$ cat src/sv/sstf_pkg.sv
// Package: word types and defaults for the SSTF disk scheduler.
`timescale 1ns / 1ps
`default_nettype none
package sstf_pkg;

  localparam int QueueDepthDef = 64;
  localparam int TrackBitsDef  = 16;

  localparam int SeekW  = 16;
  localparam int TotalW = 22;

  localparam logic [SeekW-1:0]  SeekMax  = 16'hFFFF;
  localparam logic [TotalW-1:0] TotalMax = 22'h3FFFFF;

  // Command codes of an input word
  localparam logic CMD_LOAD = 1'b0;
  localparam logic CMD_RUN  = 1'b1;

  typedef struct packed {
    logic        cmd;
    logic [15:0] track;
  } sstf_in_t;

  typedef struct packed {
    logic [15:0]       served_track;
    logic [SeekW-1:0]  seek_len;
    logic [TotalW-1:0] total_distance;
    logic              last;
  } sstf_out_t;

endpackage
`default_nettype wire

$ cat src/sv/sstf_track_mem.sv
// Request track table: one write port, one registered read port.
`timescale 1ns / 1ps
`default_nettype none
module sstf_track_mem #(
  parameter int DEPTH  = 64,
  parameter int WIDTH  = 16,
  parameter int ADDR_W = 6
) (
  input  wire logic              clk,
  input  wire logic              wr_en,
  input  wire logic [ADDR_W-1:0] wr_addr,
  input  wire logic [WIDTH-1:0]  wr_data,
  input  wire logic              rd_en,
  input  wire logic [ADDR_W-1:0] rd_addr,
  output logic      [WIDTH-1:0]  rd_data_r
);

  logic [WIDTH-1:0] mem [DEPTH];

  // Write one entry
  always_ff @(posedge clk) begin
    if (wr_en) begin
      mem[wr_addr] <= wr_data;
    end
  end

  // Register read data
  always_ff @(posedge clk) begin
    if (rd_en) begin
      rd_data_r <= mem[rd_addr];
    end
  end

endmodule
`default_nettype wire

$ cat src/sv/sstf_dist_unit.sv
// Shared distance unit: |candidate - head| and compare against the best so far.
`timescale 1ns / 1ps
`default_nettype none
module sstf_dist_unit #(
  parameter int TRACK_BITS = 16
) (
  input  wire logic [TRACK_BITS-1:0] cand,
  input  wire logic [TRACK_BITS-1:0] head,
  input  wire logic [TRACK_BITS-1:0] best,
  input  wire logic                  found,
  output logic      [TRACK_BITS-1:0] span,
  output logic                       take
);

  // Absolute difference
  always_comb begin
    if (cand >= head) begin
      span = cand - head;
    end else begin
      span = head - cand;
    end
  end

  // Strictly nearer wins, so the earliest entry keeps a tie
  assign take = !found || (span < best);

endmodule
`default_nettype wire

$ cat src/sv/sstf_disk_scheduler.sv
// Top level: shortest-seek-time-first scheduler with table, sequencer and distance unit.
//
// Usage:
//   Input words (in_item) are taken when start is high and busy is low.
//   A load word (cmd 0) stores one request track; loads may
//   follow back to back. A load on a full table is dropped.
//   A run word (cmd 1) carries the start head track. With n requests stored
//   the block serves them in nearest-first order, one result word per step
//   on out_item, shown for one cycle with out_strobe. Each step scans the
//   table through the one memory read port and the shared distance unit.
//   busy stays high for the whole run; the last word carries last = 1 and
//   shows in the same cycle that busy drops. A run on an empty table
//   gives no word and leaves busy low. After a run the table is empty.
//   The receiver cannot stall; every strobed word must be taken.
//   Reset (rst_n low, synchronous) empties the table and clears all served
//   marks at once; the stored track values themselves are not cleared.
`timescale 1ns / 1ps
`default_nettype none
module sstf_disk_scheduler
  import sstf_pkg::*;
#(
  parameter int QUEUE_DEPTH = QueueDepthDef,
  parameter int TRACK_BITS  = TrackBitsDef
) (
  input  wire logic      clk,
  input  wire logic      rst_n,
  input  wire logic      start,
  input  wire sstf_in_t  in_item,
  output logic           busy,
  output logic           out_strobe,
  output sstf_out_t      out_item
);

  localparam int IDX_W = (QUEUE_DEPTH > 1) ? $clog2(QUEUE_DEPTH) : 1;
  localparam int CNT_W = $clog2(QUEUE_DEPTH + 1);
  localparam int SUM_W = ((TRACK_BITS > TotalW) ? TRACK_BITS : TotalW) + 1;

  localparam logic [1:0] ST_IDLE = 2'd0;
  localparam logic [1:0] ST_SCAN = 2'd1;
  localparam logic [1:0] ST_EMIT = 2'd2;

  // Control registers
  logic [1:0]             state_r, state_nxt;
  logic [CNT_W-1:0]       count_r, count_nxt;
  logic [CNT_W-1:0]       rd_idx_r, rd_idx_nxt;
  logic [CNT_W-1:0]       step_r, step_nxt;
  logic                   pv_r, pv_nxt;
  logic                   found_r, found_nxt;
  logic [QUEUE_DEPTH-1:0] served_r, served_nxt;
  logic                   out_strobe_r, out_strobe_nxt;

  // Payload registers
  logic [IDX_W-1:0]       pidx_r, pidx_nxt;
  logic [IDX_W-1:0]       pick_r, pick_nxt;
  logic [TRACK_BITS-1:0]  head_r, head_nxt;
  logic [TRACK_BITS-1:0]  best_r, best_nxt;
  logic [TRACK_BITS-1:0]  best_trk_r, best_trk_nxt;
  logic [TotalW-1:0]      total_r, total_nxt;
  sstf_out_t              out_r, out_nxt;

  // Memory and distance unit wiring
  logic                   wr_en;
  logic [IDX_W-1:0]       wr_addr;
  logic [TRACK_BITS-1:0]  in_trk;
  logic                   rd_en;
  logic [IDX_W-1:0]       rd_addr;
  logic [TRACK_BITS-1:0]  rd_data;
  logic [TRACK_BITS-1:0]  span;
  logic                   take;

  logic                   accept;
  logic                   scan_done;
  logic                   is_last;
  logic [SUM_W-1:0]       best_w;
  logic [SUM_W-1:0]       sum_w;
  logic [SeekW-1:0]       seek_sat;
  logic [TotalW-1:0]      total_sat;

  assign in_trk  = TRACK_BITS'(in_item.track);
  assign accept  = start && (state_r == ST_IDLE);
  assign wr_en   = accept && (in_item.cmd == CMD_LOAD) && (count_r < CNT_W'(QUEUE_DEPTH));
  assign wr_addr = count_r[IDX_W-1:0];
  assign rd_en   = (state_r == ST_SCAN) && (rd_idx_r < count_r);
  assign rd_addr = rd_idx_r[IDX_W-1:0];

  sstf_track_mem #(
    .DEPTH  (QUEUE_DEPTH),
    .WIDTH  (TRACK_BITS),
    .ADDR_W (IDX_W)
  ) u_mem (
    .clk       (clk),
    .wr_en     (wr_en),
    .wr_addr   (wr_addr),
    .wr_data   (in_trk),
    .rd_en     (rd_en),
    .rd_addr   (rd_addr),
    .rd_data_r (rd_data)
  );

  sstf_dist_unit #(
    .TRACK_BITS (TRACK_BITS)
  ) u_dist (
    .cand  (rd_data),
    .head  (head_r),
    .best  (best_r),
    .found (found_r),
    .span  (span),
    .take  (take)
  );

  // Saturate the chosen distance and the running total
  assign best_w    = SUM_W'(best_r);
  assign sum_w     = SUM_W'(total_r) + best_w;
  assign seek_sat  = (best_w > SUM_W'(SeekMax)) ? SeekMax : best_w[SeekW-1:0];
  assign total_sat = (sum_w > SUM_W'(TotalMax)) ? TotalMax : sum_w[TotalW-1:0];
  assign scan_done = pv_r && ((CNT_W'(pidx_r) + CNT_W'(1)) == count_r);
  assign is_last   = (step_r + CNT_W'(1)) == count_r;

  // Sequencer
  always_comb begin
    state_nxt      = state_r;
    count_nxt      = count_r;
    rd_idx_nxt     = rd_idx_r;
    step_nxt       = step_r;
    pv_nxt         = 1'b0;
    found_nxt      = found_r;
    served_nxt     = served_r;
    out_strobe_nxt = 1'b0;
    pidx_nxt       = pidx_r;
    pick_nxt       = pick_r;
    head_nxt       = head_r;
    best_nxt       = best_r;
    best_trk_nxt   = best_trk_r;
    total_nxt      = total_r;
    out_nxt        = out_r;
    case (state_r)
      ST_IDLE: begin
        if (accept) begin
          if (in_item.cmd == CMD_LOAD) begin
            if (wr_en) begin
              served_nxt[wr_addr] = 1'b0;
              count_nxt           = count_r + CNT_W'(1);
            end
          end else if (count_r != '0) begin
            head_nxt   = in_trk;
            total_nxt  = '0;
            step_nxt   = '0;
            rd_idx_nxt = '0;
            found_nxt  = 1'b0;
            state_nxt  = ST_SCAN;
          end
        end
      end
      ST_SCAN: begin
        // Issue the next table read
        if (rd_en) begin
          pv_nxt     = 1'b1;
          pidx_nxt   = rd_addr;
          rd_idx_nxt = rd_idx_r + CNT_W'(1);
        end
        // Compare the entry read last cycle
        if (pv_r && !served_r[pidx_r] && take) begin
          found_nxt    = 1'b1;
          best_nxt     = span;
          best_trk_nxt = rd_data;
          pick_nxt     = pidx_r;
        end
        if (scan_done) begin
          state_nxt = ST_EMIT;
        end
      end
      ST_EMIT: begin
        // Serve the pick and move the head
        out_strobe_nxt         = 1'b1;
        out_nxt.served_track   = 16'(best_trk_r);
        out_nxt.seek_len       = seek_sat;
        out_nxt.total_distance = total_sat;
        out_nxt.last           = is_last;
        total_nxt              = total_sat;
        head_nxt               = best_trk_r;
        served_nxt[pick_r]     = 1'b1;
        step_nxt               = step_r + CNT_W'(1);
        rd_idx_nxt             = '0;
        found_nxt              = 1'b0;
        if (is_last) begin
          count_nxt  = '0;
          served_nxt = '0;
          state_nxt  = ST_IDLE;
        end else begin
          state_nxt = ST_SCAN;
        end
      end
      default: begin
        state_nxt = ST_IDLE;
      end
    endcase
  end

  // Control state
  always_ff @(posedge clk) begin
    if (!rst_n) begin
      state_r      <= ST_IDLE;
      count_r      <= '0;
      rd_idx_r     <= '0;
      step_r       <= '0;
      pv_r         <= 1'b0;
      found_r      <= 1'b0;
      served_r     <= '0;
      out_strobe_r <= 1'b0;
    end else begin
      state_r      <= state_nxt;
      count_r      <= count_nxt;
      rd_idx_r     <= rd_idx_nxt;
      step_r       <= step_nxt;
      pv_r         <= pv_nxt;
      found_r      <= found_nxt;
      served_r     <= served_nxt;
      out_strobe_r <= out_strobe_nxt;
    end
  end

  // Payload
  always_ff @(posedge clk) begin
    pidx_r     <= pidx_nxt;
    pick_r     <= pick_nxt;
    head_r     <= head_nxt;
    best_r     <= best_nxt;
    best_trk_r <= best_trk_nxt;
    total_r    <= total_nxt;
    out_r      <= out_nxt;
  end

  assign busy       = (state_r != ST_IDLE);
  assign out_strobe = out_strobe_r;
  assign out_item   = out_r;

endmodule
`default_nettype wire

$ cat config.mk
export PLATFORM = sky130hd
export DESIGN_NAME = sstf_disk_scheduler
export DESIGN_NICKNAME = d
export VERILOG_FILES = /design/src/sv/sstf_pkg.sv /design/src/sv/sstf_track_mem.sv /design/src/sv/sstf_dist_unit.sv /design/src/sv/sstf_disk_scheduler.sv
export SDC_FILE = /design/constraint.sdc
export NUM_CORES = 1
export LEC_CHECK = 0
export BUFFER_PORTS_ARGS = -buffer_cell sky130_fd_sc_hd__buf_4
export CORE_UTILIZATION = 55
export CTS_BUF_LIST = sky130_fd_sc_hd__clkbuf_16
export CTS_CLUSTER_SIZE = 16
export DETAILED_ROUTE_END_ITERATION = 12
export PLACE_DENSITY = 0.71
export SKIP_CTS_REPAIR_TIMING = 1
export SLEW_MARGIN = 20
export SYNTH_ARGS = -nofsm -noshare
export SYNTH_HDL_FRONTEND = slang
export SYNTH_SLANG_ARGS = --single-unit
$ cat constraint.sdc
create_clock -name clk -period 7.3 [get_ports clk]
set_clock_uncertainty 0.05 [all_clocks]
set_input_delay 0 -clock clk [delete_from_list [all_inputs] [get_ports clk]]
set_output_delay 0 -clock clk [all_outputs]
set_load 0.01 [all_outputs]
-- Word level (Yosys, flattened, before mapping)
Memories as Yosys holds them, arrays and structs flattened. A register that Yosys moved wholly into a read port is not among the register bits.
Index checks and enable logic that the tools add are counted.
- output and inout port bits: 57
- register bits after elaboration: 227
- word-level logic and storage cells: 127
- latch bits: 0
- input bits: 20
- bits in read-only memories: 0
- memories: 1
- memory bits (writable): 1024
- memory list (name ; depth ; width ; rd ports ; clocked after Yosys merged registers in ; write ports ; line ; text):
    u_mem.mem ; 64 ; 16 ; 1 ; 1 ; 1 ; sstf_track_mem.sv:18 ; logic [WIDTH-1:0] mem [DEPTH];
- multipliers: 0
- reductions and logical operators: 26
- div/mod/pow operators: 0
- bitwise logic cells: 4
- order comparisons: 11
- shift-type cells: 0
- equal/unequal tests: 13
- add/subtract/negate cells: 7
- multiplexer cells: 47
- operators by type and width (cell ; number):
    $mux 64 ; 4
    $pmux 64 s2 ; 1
    $mux 22 ; 4
    $and 64x64->64 ; 1
    $mux 16 ; 4
    $not 64->64 ; 1
    $or 64x64->64 ; 1
    $mux 7 ; 8
    $pmux 22 s2 ; 1
    $pmux 16 s2 ; 1
    $sub 16x16->16 ; 2
    $pmux 7 s2 ; 2
    $add 22x16->23 ; 1
    $gt 23x22->1 const B ; 1
    $add 7x1->7 const B ; 3
    $lt 6x7->1 const B ; 3
    $pmux 7 s3 ; 1
    $ge 16x16->1 ; 1
    $gt 16x16->1 const B ; 1
    $lt 16x16->1 ; 1
    $reduce_and 5->1 ; 3
    $eq 7x7->1 ; 2
    $demux 1 s6 ; 2
    $ge 6x1->1 const B ; 2
    other kinds (22) ; 57

-- Longest topological paths before layout
- depth in word-level cells: 10
- gate-level depth with buffers: 23

-- By module
A second synthesis with hierarchy kept.
- cells, all modules: 3176
- area total of the unflattened synthesis: 53278.6 sq um
- modules (own cells, without submodules) (module ; seq. area each (sq um) ; cells an instance ; area an instance (sq um) ; times used):
    sstf_track_mem ; 31230.0 ; 1829 ; 40202.3 ; 1
    sstf_disk_scheduler ; 5915.7 ; 1049 ; 10954.3 ; 1
    sstf_dist_unit ; 0.0 ; 298 ; 2122.0 ; 1

-- Worst setup path before layout
Ideal clock, no wire load.
- kind: register to register
- from: register u_mem.rd_data_r[7] (read register of u_mem.mem)
- to: register best_r[0], enable pin
- clock period less this slack: 5.595 ns
- slack: 1.705 ns
- stages on the path, launching flop included: 21
- arrival: 5.129 ns
- required time: 6.834 ns
- cells stage by stage: edfxtp_1 > ha_1 > buf_2 > and3_1 > and2_1 > o21ai_2 > a211oi_4 > nor2_2 > or3b_1 > a31o_1 > and2_1 > xnor2_1 > ha_1 > a21o_1 > a21o_1 > a21o_1 > a21oi_1 > nor2b_1 > o21ai_0 > a21oi_1 > nor4_4
- word-level cells in the longest chain between the ends: 6
- elaborated cells on any way between the ends: 8
- classes of those cells: add/sub: 2; order compare: 2; mux: 1; reduce/logical: 3
- ends and longest elaborated chain (what ; line ; text):
    start: declaration ; sstf_track_mem.sv:15 ; output logic [WIDTH-1:0] rd_data_r
    $sub 16x16->16, or another cell as far along ; sstf_dist_unit.sv:20 ; span = head - cand;
    $mux 16 * ; sstf_dist_unit.sv:17 ; if (cand >= head) begin
    net span[9] ; sstf_disk_scheduler.sv:68 ; logic [TRACK_BITS-1:0] span;
    $lt 16x16->1 * ; sstf_dist_unit.sv:25 ; assign take = !found || (span < best);
    $logic_or 1x1->1 * ; sstf_dist_unit.sv:25 ;
    $logic_and 1x1->1 * ; sstf_disk_scheduler.sv:162 ; if (pv_r && !served_r[pidx_r] && take) begin
    $reduce_and 2->1 (no source line) * ; -- ;
    end signal: assignment ; sstf_disk_scheduler.sv:227 ; best_r <= best_nxt;
    end: declaration ; sstf_disk_scheduler.sv:56 ; logic [TRACK_BITS-1:0] best_r, best_nxt;
Mark *: on every way through the listed nets, which the timed path passes. The rest lies on a longest branch.
A chain may end at the register's enable or synchronous reset.

-- Final worst setup path
- from: register u_mem.rd_data_r[11] (read register of u_mem.mem)
- to: register best_trk_r[6], enable pin
- word-level cells in the longest chain between the ends: 6
- elaborated cells on any way between the ends: 8
- classes of those cells: add/sub: 2; order compare: 2; mux: 1; reduce/logical: 3
- ends and longest elaborated chain (what ; line ; text):
    $ge 16x16->1 ; sstf_dist_unit.sv:17 ;
    $mux 16 ; sstf_dist_unit.sv:17 ;
    net span[9] ; sstf_disk_scheduler.sv:68 ;
    $lt 16x16->1 ; sstf_dist_unit.sv:25 ;
    $logic_or 1x1->1 ; sstf_dist_unit.sv:25 ;
    $logic_and 1x1->1 ; sstf_disk_scheduler.sv:162 ;
    $reduce_and 2->1 (no source line) ; -- ;
    end signal: assignment ; sstf_disk_scheduler.sv:228 ; best_trk_r <= best_trk_nxt;
    end: declaration ; sstf_disk_scheduler.sv:57 ; logic [TRACK_BITS-1:0] best_trk_r, best_trk_nxt;
The timed path passes the listed nets, and every way through them passes these cells.

==> metrics.cfg <==
[synthesis]
synth_top_area_share_pct = 67.0
synth_fp_nets = 2995
ys_seq_area_share_pct = 70.4
synth_top_family_by_area = multiplexers
synth-main-ff-cell = edfxtp_1
synth_simple_gate_area_share_pct = 4.07
syn_inst = 2899
synth-edff-count = 1177
postSynthAreaPerCell_um2 = 18.2
synthTopCellsByArea = edfxtp_1, mux4_2, dfxtp_1
synth-xor-area-share_pct = 0.898
ys_async_sr_fraction_pct = 0
synth-adder-area-share_pct = 1.84
synth_compound_area_share_pct = 5.58
yosysWarnings = 0
synth_cell_types = 75
synthMuxAreaShare_pct = 15.4
synth_area_um2 = 52800
synth-seq-cells = 1267
yosysTopAreaCell = edfxtp_1

[cts]
tritoncts = built
clk_path_buf_depth = 3
ctsRootBufferMaster = clkbuf_16
clkTransAtPathRegs_ps = 60
cts_sinks = 1267
cts_max_level = 4
clk_latency_ps = 730
cts_buffers = 131

[global_route]
grt_usage_pct = 26.3
grt_pass1_wl_um = 188000
grt_pass1_vias = 28974
grt_max_degree = 110
gr-total-overflow = 0
antenna_found_initial = 1

[pwr]
power_frac_clock_pct = 42.4
switching_share_pct = 21.4
comb_power_share_pct = 4.2
p_seq_share_pct = 53.3
powerDensity_nw_per_um2 = 254
switchingPower_mw = 3.22
total_power_mw = 15.1
ir_drop_v = 0.000239
internal_power_mw = 11.9
leakage_nw = 19.3

[layout]
final_util_pct = 62.5
drive_above_1_share_pct = 26.1
syn2layout_area_growth_pct = 12.5
final_area_um2 = 59400
instances_no_fill = 4410
fin_nets = 3145

[sta]
rsz0062_at_grt = false
tightest_slew_ps = 1170
max_freq_mhz = 174
setup_ws_ps = 1560
holdWs_ps = 333
drv_slew = 0
finalSetupViolCount = 0
hold_violations = 0
finalSetupTns_ps = 0
min_period_ps = 5740
slew_headroom_pct = 21.8
period_share_pct = 78.7

[worst_setup_path]
path_cells = ha_1, a21oi_1, nand2_1, nor2_2, a211oi_4, nor2_2, mux2i_1, a31o_1, and2_1, xnor2_1, ha_1, a21o_1, a21o_1, a21o_1, a21oi_1, nor2b_1, o21ai_0, a21oi_1, nor4_4, buf_4
cp_slowest_cell = nor2_2
worstSetupPathType = reg2reg
crit_path_end_kind = register
reg2reg_depth = 20
worstPathMaxFanout = 23
critical_path_depth = 20
start_kind = register
crit_arrival_ps = 6080
cp_num_buf_inv = 1
path_delay_family = compound AO/OA/AOI/OAI gates
cp.required_ps = 7640
slowest_delay_ps = 740

[run]
maxCapViolations = 0

[placed_design]
dp_hpwl_um = 73600
placed_area_um2 = 55000
port_buffers = 76
place_ws_ps = 1560
dp_cells = 4162
place_congestion = 0.879

[die]
core-area_um2 = 95000
start_util_pct = 55.6
row_count = 113
die_area_um2 = 97200
die_h_um = 312
pin_count = 77
die-width_um = 312

[run_status]
status = complete, no violations

[route]
drt_wl_total_um = 126000
vias = 28658
drt-met1-wl_um = 50300
vias_per_cell = 6.50
top_layer_used = met4
first_iter_violations = 3463
wl_per_cell_um = 28.5
wl_met3_um = 9330
drt_pre_antenna_iters = 6
ant_nets = 0
drcViolationCount = 0
wl_met2_um = 62100

[hold_path]
holdPathStages = 2
worst_hold_path_type = in2reg

==> cells in the mapped netlist, types with 4 or more instances <==
| cell | count |
|---|---|
| o211ai_1 | 4 |
| nand3b_1 | 6 |
| o221a_2 | 64 |
| edfxtp_1 | 1177 |
| buf_2 | 26 |
| nand4_1 | 7 |
| a21o_1 | 22 |
| nor3b_1 | 6 |
| o21a_1 | 19 |
| buf_1 | 18 |
| and2_1 | 21 |
| or2_2 | 18 |
| mux4_2 | 357 |
| a221oi_1 | 4 |
| a21oi_1 | 177 |
| a31oi_1 | 7 |
| nand2b_1 | 4 |
| ha_1 | 73 |
| and3b_1 | 5 |
| and3_1 | 25 |
| mux2i_1 | 5 |
| nand3_1 | 44 |
| nor2b_1 | 8 |
| nor3_1 | 17 |
| nand2_1 | 98 |
| a211oi_1 | 10 |
| dfxtp_1 | 90 |
| xor2_1 | 20 |
| nor2_1 | 181 |
| o2111ai_1 | 5 |
| xnor2_1 | 29 |
| inv_1 | 70 |
| o21ai_0 | 93 |
| clkbuf_1 | 122 |
| a21boi_0 | 8 |
==> sequential cells by signal, summed over array words and instances, names as in the netlist, 6 cells and up <==
register         count
u_mem.mem         1024
count_r              7
pidx_r               6
rd_idx_r             7
served_r            64
best_r              16
head_r              16
pick_r               6
total_r             22
u_mem.rd_data_r     16
step_r               7
best_trk_r          16
out_item            55
==> power groups by stage <==
stage          Sequential [mW]  Combinational (mW)  Clock (mW)
2_1_floorplan             8.18               0.387           0
3_3_place_gp              8.18               0.596           0
3_5_place_dp              8.19               0.627           0
4_1_cts                   8.03               0.630        6.50
5_1_grt                   8.04               0.697        6.76
6_report                  8.04               0.639        6.40
==> worst paths after layout <==
path                                                    start                          end  slack, ps
worst max-delay path            u_mem.rd_data_r[11]$_DFFE_PP_      best_trk_r[6]$_DFFE_PP_       1560
worst min-delay path                              in_item[12]  u_mem.mem[57][12]$_DFFE_PP_        330
worst max register to register  u_mem.rd_data_r[11]$_DFFE_PP_      best_trk_r[6]$_DFFE_PP_       1560
worst min register to register  u_mem.rd_data_r[15]$_DFFE_PP_     best_trk_r[15]$_DFFE_PP_        420
==> logic make-up after synthesis <==
family | after synthesis
flops | 1267
buf+inv | 242
mux | 365
fa+ha+maj | 76
xor+xnor | 51
simple gates | 456
compound gates | 442
==> layout by cell type (no fill, tap or decap), drive strengths merged, types with 64 or more instances in the layout <==
cell and instances:
nand2 99, mux4 357, o21ai 95, ha 73
nor2 183, o221a 64, dfxtp 90, clkbuf 133
a21oi 178, inv 96, buf 169, edfxtp 1177
==> final cells by class <==
cell class | count | area (um^2)
Clock buffer | 133 | 3330
Sequential cell | 1267 | 37200
Inverter | 71 | 269
Tap cell | 1265 | 1580
Clock inverter | 95 | 797
Timing Repair Buffer | 188 | 1510
Multi-Input combinational cell | 1390 | 14700
Antenna cell | 1 | 2.50
Fill cell | 6602 | 35700
==> worst register-to-register path: cells and delay by family (launching register included) <==
family / cells / cell delay (ps)
multiplexers: 1 / 200
buffers and inverters: 1 / 370
flip-flops: 1 / 420
XOR/XNOR: 1 / 190
AND/OR/NAND/NOR: 6 / 1690
adder cells (fa/ha/maj): 2 / 730
AO/OA/AOI/OAI: 9 / 1750
==> routing by layer <==
layer | vias up | track usage (%)
met5 | - | 0
met4 | 0 | 8.78
met3 | 252 | 4.75
met2 | 1362 | 42.5
met1 | 15006 | 36.4
li1 | 12038 | -
No activity file was read; power rests on OpenSTA's default activity.
